[src/plg_pkg.sv]
// Shared constants, types and helper functions for the polar grid lookup block.
`default_nettype none

package plg_pkg;

   // Table sizes.
   localparam int WATER_ENTRIES = 16;
   localparam int WIND_ENTRIES  = 16;
   localparam int ANGLE_ENTRIES = 64;

   localparam int MAX_ENTRIES_WW = (WATER_ENTRIES > WIND_ENTRIES) ? WATER_ENTRIES : WIND_ENTRIES;
   localparam int MAX_ENTRIES    = (MAX_ENTRIES_WW > ANGLE_ENTRIES) ? MAX_ENTRIES_WW
                                                                     : ANGLE_ENTRIES;
   localparam int FORCE_DEPTH    = WATER_ENTRIES * WIND_ENTRIES * ANGLE_ENTRIES;

   localparam int WATER_IW = (WATER_ENTRIES > 1) ? $clog2(WATER_ENTRIES) : 1;
   localparam int WIND_IW  = (WIND_ENTRIES > 1) ? $clog2(WIND_ENTRIES) : 1;
   localparam int ANGLE_IW = (ANGLE_ENTRIES > 1) ? $clog2(ANGLE_ENTRIES) : 1;
   localparam int CNT_W    = (MAX_ENTRIES > 1) ? $clog2(MAX_ENTRIES) : 1;
   localparam int USED_W   = $clog2(MAX_ENTRIES + 1);
   localparam int FA_W     = (FORCE_DEPTH > 1) ? $clog2(FORCE_DEPTH) : 1;

   // Fixed field widths.
   localparam int FUNC_W        = 3;
   localparam int WATER_SLOT_W  = 4;
   localparam int WIND_SLOT_W   = 4;
   localparam int ANGLE_SLOT_W  = 6;
   localparam int VALUE_W       = 32;
   localparam int DIFF_W        = VALUE_W + 1;
   localparam int WATER_CNT_W   = 5;
   localparam int WIND_CNT_W    = 5;
   localparam int ANGLE_CNT_W   = 7;
   localparam int CSR_IDX_W     = 2;
   localparam int CSR_DATA_W    = 7;

   // Request function codes.
   localparam logic [FUNC_W-1:0] FUNC_LOAD_WATER = 3'd0;
   localparam logic [FUNC_W-1:0] FUNC_LOAD_WIND  = 3'd1;
   localparam logic [FUNC_W-1:0] FUNC_LOAD_ANGLE = 3'd2;
   localparam logic [FUNC_W-1:0] FUNC_LOAD_FORCE = 3'd3;
   localparam logic [FUNC_W-1:0] FUNC_QUERY      = 3'd4;

   // Configuration register indexes and reset values.
   localparam logic [CSR_IDX_W-1:0] CSR_WATER_COUNT = 2'd0;
   localparam logic [CSR_IDX_W-1:0] CSR_WIND_COUNT  = 2'd1;
   localparam logic [CSR_IDX_W-1:0] CSR_ANGLE_COUNT = 2'd2;

   localparam logic [WATER_CNT_W-1:0] WATER_CNT_RESET = 5'd16;
   localparam logic [WIND_CNT_W-1:0]  WIND_CNT_RESET  = 5'd16;
   localparam logic [ANGLE_CNT_W-1:0] ANGLE_CNT_RESET = 7'd64;

   typedef enum logic [2:0] {
      ST_IDLE,
      ST_WALK,
      ST_DRAIN,
      ST_FREAD,
      ST_FDATA,
      ST_ACK
   } state_type;

   typedef struct packed {
      logic [FUNC_W-1:0]        func;
      logic                     axis;
      logic [WATER_SLOT_W-1:0]  water_slot;
      logic [WIND_SLOT_W-1:0]   wind_slot;
      logic [ANGLE_SLOT_W-1:0]  angle_slot;
      logic signed [VALUE_W-1:0] load_value;
      logic signed [VALUE_W-1:0] speed_water;
      logic signed [VALUE_W-1:0] wind_speed;
      logic signed [VALUE_W-1:0] wind_angle;
   } req_payload_type;

   typedef struct packed {
      logic                      is_query;
      logic signed [VALUE_W-1:0] force_res;
      logic [WATER_SLOT_W-1:0]   near_water;
      logic [WIND_SLOT_W-1:0]    near_wind;
      logic [ANGLE_SLOT_W-1:0]   near_angle;
   } rsp_payload_type;

   // Controller to datapath commands.
   typedef struct packed {
      logic accept_load;
      logic accept_query;
      logic walk;
      logic force_read;
      logic out_load;
      logic out_is_query;
   } cmd_type;

   // Datapath to controller status.
   typedef struct packed {
      logic walk_last;
      logic out_busy;
   } sts_type;

   // A count of zero means one entry; a count above the table size means all of it.
   function automatic logic [USED_W-1:0] clamp_count(input logic [ANGLE_CNT_W-1:0] c,
                                                     input logic [USED_W-1:0] size);
      if (c == '0) begin
         return USED_W'(1);
      end
      if (32'(c) > 32'(size)) begin
         return size;
      end
      return USED_W'(c);
   endfunction

   // Exact magnitude of the difference of two Q16.16 values.
   function automatic logic [DIFF_W-1:0] abs_diff(input logic signed [VALUE_W-1:0] a,
                                                 input logic signed [VALUE_W-1:0] b);
      logic signed [DIFF_W-1:0] d;
      d = DIFF_W'(a) - DIFF_W'(b);
      return d[DIFF_W-1] ? DIFF_W'(-d) : DIFF_W'(d);
   endfunction

   function automatic logic [FA_W-1:0] force_addr(input int unsigned w,
                                                  input int unsigned n,
                                                  input int unsigned a);
      return FA_W'((w * WIND_ENTRIES + n) * ANGLE_ENTRIES + a);
   endfunction

endpackage

`default_nettype wire

[src/plg_ctrl.sv]
// Sequencing state machine for loads and nearest-entry queries.
`default_nettype none

module plg_ctrl (
   input  wire logic                         clock,
   input  wire logic                         reset,
   input  wire logic                         req_valid,
   input  wire logic [plg_pkg::FUNC_W-1:0]   req_func,
   output logic                              req_ready,
   input  wire plg_pkg::sts_type             sts,
   output plg_pkg::cmd_type                  cmd
);

   plg_pkg::state_type state_ff;
   plg_pkg::state_type state_in;

   always_ff @(posedge clock) begin
      if (reset) begin
         state_ff <= plg_pkg::ST_IDLE;
      end else begin
         state_ff <= state_in;
      end
   end

   always_comb begin
      state_in  = state_ff;
      req_ready = 1'b0;
      cmd       = '0;
      case (state_ff)
         plg_pkg::ST_IDLE: begin
            req_ready = 1'b1;
            if (req_valid) begin
               if (req_func == plg_pkg::FUNC_QUERY) begin
                  cmd.accept_query = 1'b1;
                  state_in         = plg_pkg::ST_WALK;
               end else begin
                  cmd.accept_load = 1'b1;
                  state_in        = plg_pkg::ST_ACK;
               end
            end
         end
         plg_pkg::ST_WALK: begin
            cmd.walk = 1'b1;
            if (sts.walk_last) begin
               state_in = plg_pkg::ST_DRAIN;
            end
         end
         plg_pkg::ST_DRAIN: begin
            // The last axis entries are compared in this cycle.
            state_in = plg_pkg::ST_FREAD;
         end
         plg_pkg::ST_FREAD: begin
            cmd.force_read = 1'b1;
            state_in       = plg_pkg::ST_FDATA;
         end
         plg_pkg::ST_FDATA: begin
            if (!sts.out_busy) begin
               cmd.out_load     = 1'b1;
               cmd.out_is_query = 1'b1;
               state_in         = plg_pkg::ST_IDLE;
            end
         end
         plg_pkg::ST_ACK: begin
            if (!sts.out_busy) begin
               cmd.out_load = 1'b1;
               state_in     = plg_pkg::ST_IDLE;
            end
         end
         default: begin
            state_in = plg_pkg::ST_IDLE;
         end
      endcase
   end

   a_out_load_free: assert property (@(posedge clock) disable iff (reset)
      cmd.out_load |-> !sts.out_busy)
      else $error("output register loaded while a response is still pending");

   a_query_walks: assert property (@(posedge clock) disable iff (reset)
      cmd.accept_query |=> cmd.walk)
      else $error("query accepted but the axis walk did not start");

   a_walk_ends: assert property (@(posedge clock) disable iff (reset)
      (cmd.walk && sts.walk_last) |=> (!cmd.walk && !req_ready))
      else $error("axis walk ran past its last entry");

   a_force_read_once: assert property (@(posedge clock) disable iff (reset)
      cmd.force_read |=> !cmd.force_read)
      else $error("force memory read issued twice for one query");

endmodule

`default_nettype wire

[config.mk]
export PLATFORM = sky130hd
export DESIGN_NAME = plg_ctrl
export DESIGN_NICKNAME = d
export VERILOG_FILES = /design/src/plg_pkg.sv /design/src/plg_ctrl.sv
export SDC_FILE = /design/constraint.sdc
export NUM_CORES = 1
export LEC_CHECK = 0
export BUFFER_PORTS_ARGS = -buffer_cell sky130_fd_sc_hd__buf_2
export CAP_MARGIN = 20
export CORE_AREA = 2 2 39 41
export CTS_CLUSTER_SIZE = 8
export DETAILED_ROUTE_END_ITERATION = 6
export DIE_AREA = 0 0 41 43
export PLACE_DENSITY = 0.37
export SLEW_MARGIN = 20
export SYNTH_ARGS = -nofsm -noshare
export SYNTH_HDL_FRONTEND = slang
export SYNTH_SLANG_ARGS = --single-unit
[constraint.sdc]
create_clock -name clock -period 1.4 [get_ports clock]
set_input_delay 0.28 -clock clock [delete_from_list [all_inputs] [get_ports clock]]
set_output_delay 0.28 -clock clock [all_outputs]
set_load 0.1 [all_outputs]
==> metrics.md <==
| Metric | Value |
|---|---|
| Standby leakage power | `approximately 0.24 nW` |
| Total power | `just over 0.0006 W` |
| CTS Sinks | `3` |
| Worst Setup End Kind | `primary output` |
| Setup slack at placement | `-0.01179 ns` |
| Critical register-to-register path startpoint | `state_ff[2]` |
| CP required | `between 1 and 1.5 ns` |
| Reg-to-reg slack, setup | `between 0.3 and 0.4 ns` |
| Dominant cells by area after synthesis | `dfxtp_1 (28%), nor3_4 (7.6%), nor3b_1 (7.0%)` |
| CORE AREA | `1384 µm²` |
| Post-CTS Hold Buffers | `0` |
| Total count of hold-check failures in the final report | `0` |
| Main synth FF type | `dfxtp_1` |
| Global-route total usage across every layer | `under 10%` |
| Post-layout net count | `a little over 60` |
| Via count | `around 280` |
| Largest net degree at the start of global routing | `8` |
| Residual overflow from global routing | `0` |
| TritonCTS clock tree | `done` |
| Die boundary width | `between 40 and 50 µm` |
| DRC Markers | `0` |
| Routed vias/inst | `between 4 and 5` |
| Die extent in y | `43 µm` |
| Cell area after synthesis | `between 200 and 250 µm²` |
| Warnings, synthesis | `0` |
| Num rows | `14` |
| Synthesized net count | `35` |
| Half-perimeter wire length after detailed placement | `543.7 µm` |
| Fill cells | `140` |
| Hold crit path type | `primary input to register` |
| Netlist cell types | `19` |
| Clock transition at path regs | `roughly 0.04 ns` |
| First-pass detailed-route iteration total | `2` |
| Antenna diode instance count | `0` |
| Routed wire length | `roughly 690 µm` |
| Total CTS buffers | `3` |
| Fraction of the yosys area taken by sequential cells | `between 20 and 30%` |
| Setup repair after global routing missed its margin | `true` |
| Beginning of the worst hold path | `reset` |
| Slew Viols, Final | `0` |
| Vias in the first global route | `about 280` |
| Max rail drop VDD | `approximately 0.0005 V` |
| Number of register bits inferred by synthesis | `3` |
| Register with the most flip-flops | `state_ff` |
| CP Data Arrival Time | `about 1.2 ns` |
| Post-synthesis cell count | `27` |
| Input/output buffers | `14` |
| Count of maximum capacitance violations | `0` |
| Routed wirelength normalized by instance count | `slightly above 10 µm` |
| Synthesis-to-finish area growth | `155.6%` |
| Outcome | `finished with violations` |
| Worst hold slack | `around 0.22 ns` |
| Flip-flop count of the largest register, all copies and words added | `3` |
| Highest clock rate | `about 660 MHz` |
| Average cell area after synthesis | `between 7 and 8 µm²` |
| Starting utilization of the core area | `15.46%` |
| Utilization of the core after routing | `about 40%` |
| Overall die area | `1763 µm²` |
| Worst hold endpoint | `state_ff[2]` |
| Async set-reset flop share out of synthesis | `0%` |
| Root buffer selected by CTS | `clkbuf_4` |
| Number of antenna violations at the first check in global routing | `0` |
| Final worst path period need | `between 1.5 and 2 ns` |
| Pwr/cell area | `1107 nW/µm²` |
| Share of the synthesized area in the top cell type | `between 20% and 30%` |
| Setup crit start kind | `register` |
| Clock insertion delay at the later pin of the skew report | `0.24 ns` |
| Worst Tran Pin Value | `~0.24 ns` |
| Reg2reg path depth | `4` |
| Number of enable flip-flop cells after synthesis | `0` |
| Number of H-tree branching levels | `1` |
| Setup slack of the critical path after layout | `-0.1204 ns` |
| Cell type with the highest aggregate area in the netlist | `dfxtp_1` |
| Type of the worst setup path | `register to primary output` |
| Setup violation total in the final timing report | `4` |
| Commonest cells post-synth | `dfxtp_1 (3), nor2_1 (3)` |
| I/O pin cnt | `15` |
| Maximum root-to-sink buffer count | `2` |
| Global-route wire length before repair | `about 1200 µm` |
| Layout cells sized above 1 | `between 70% and 80%` |
| Initial drt markers | `4` |
| Violated checks | `negative setup slack` |
| Placer Congestion | `between 0.6 and 0.7` |
| CP max FO | `4` |
| Rel. slew slack | `a little over four fifths` |
| Hold Path Stages | `2` |
| Largest registers | `state_ff (3)` |
| Cell area reported after detailed placement | `approximately 460 µm²` |
| Antenna-violating nets left | `0` |
| Non-Filler Cell Area, Final | `around 550 µm²` |
| Fraction of the cycle the final worst path needs | `108.6%` |
| Clock skew | `around 0.0063 ns` |
| R2r endpoint | `state_ff[2]` |
## repair_timing
item                                    CTS  global route
endpoints found under the hold margin     0             0
endpoints found under the setup margin    7             7
buffers inserted                          3             2
resized for setup                        10             2
gates cloned                              0             0
pin swaps                                 5             4
## power breakdown
group	internal (W)	switching, W	total, W
logic	0.000141	0.000195	0.000337
registers	0.0000951	0.0000189	0.000114
clock network	0.000107	0.0000476	0.000155
## through the flow
stage / setup TNS [ns] / cells
detailed placement: -0.01179 / 61
finish: -0.2794 / 68
global placement: 0 / 61
global route: -0.6026 / 68
CTS: -0.4346 / 67
floorplan: -4.250 / 27
## critical path, cell delays in order (launching register included)
cell and delay, ns:
dfxtp_4 0.36, nor3_4 0.20, nand3b_1 0.16, clkinvlp_4 0.12, buf_12 0.17
## cell type report
type | count | area, µm² | area share [%]
inverter | 2 | 11.26 | 2.059
timing repair buffer | 22 | 242.7 | 44.39
tap | 16 | 20.02 | 3.661
sequential | 3 | 68.82 | 12.59
clock buffer | 4 | 26.28 | 4.805
multi-input combinational | 21 | 177.7 | 32.49
## cell families after synthesis
logic type,count (synthesis),share of synthesized area (%)
flip-flops,3,28.07
AND/OR/NAND/NOR,15,48.54
buffers and inverters,3,5.847
AO/OA/AOI/OAI,6,17.54
## routing by layer
metal | track usage [%] | routed length [µm] | vias up
met2 | 15.00 | 402 | 10
met5 | 0 | 0 | -
li1 | - | - | 145
met1 | 10.97 | 247 | 127
met3 | 2.094 | 21 | 2
met4 | 6.000 | 19 | 0
## placed cells by master (no fill, tap or decap), drive strengths merged
cell type,n
clkbuf,4
a21oi,3
clkinvlp,1
and2,1
o21ai,2
nor3,2
nor2b,2
nor2,3
nand2,1
and2b,1
inv,1
nand3b,1
a2bb2oi,1
nor3b,3
and3,1
dfxtp,3
buf,22
## worst max path at each step
stage / slack (ns) / startpoint / endpoint
detailed placement: -0.01 / req_func[1] / cmd[5]
CTS: -0.16 / state_ff[1] / cmd[5]
floorplan: -0.82 / state_ff[2] / cmd[5]
global route: -0.19 / state_ff[2] / cmd[5]
global placement: 0.06 / req_func[1] / cmd[5]
finish: -0.12 / state_ff[2] / cmd[5]
No activity file was read; power rests on OpenSTA's default activity.
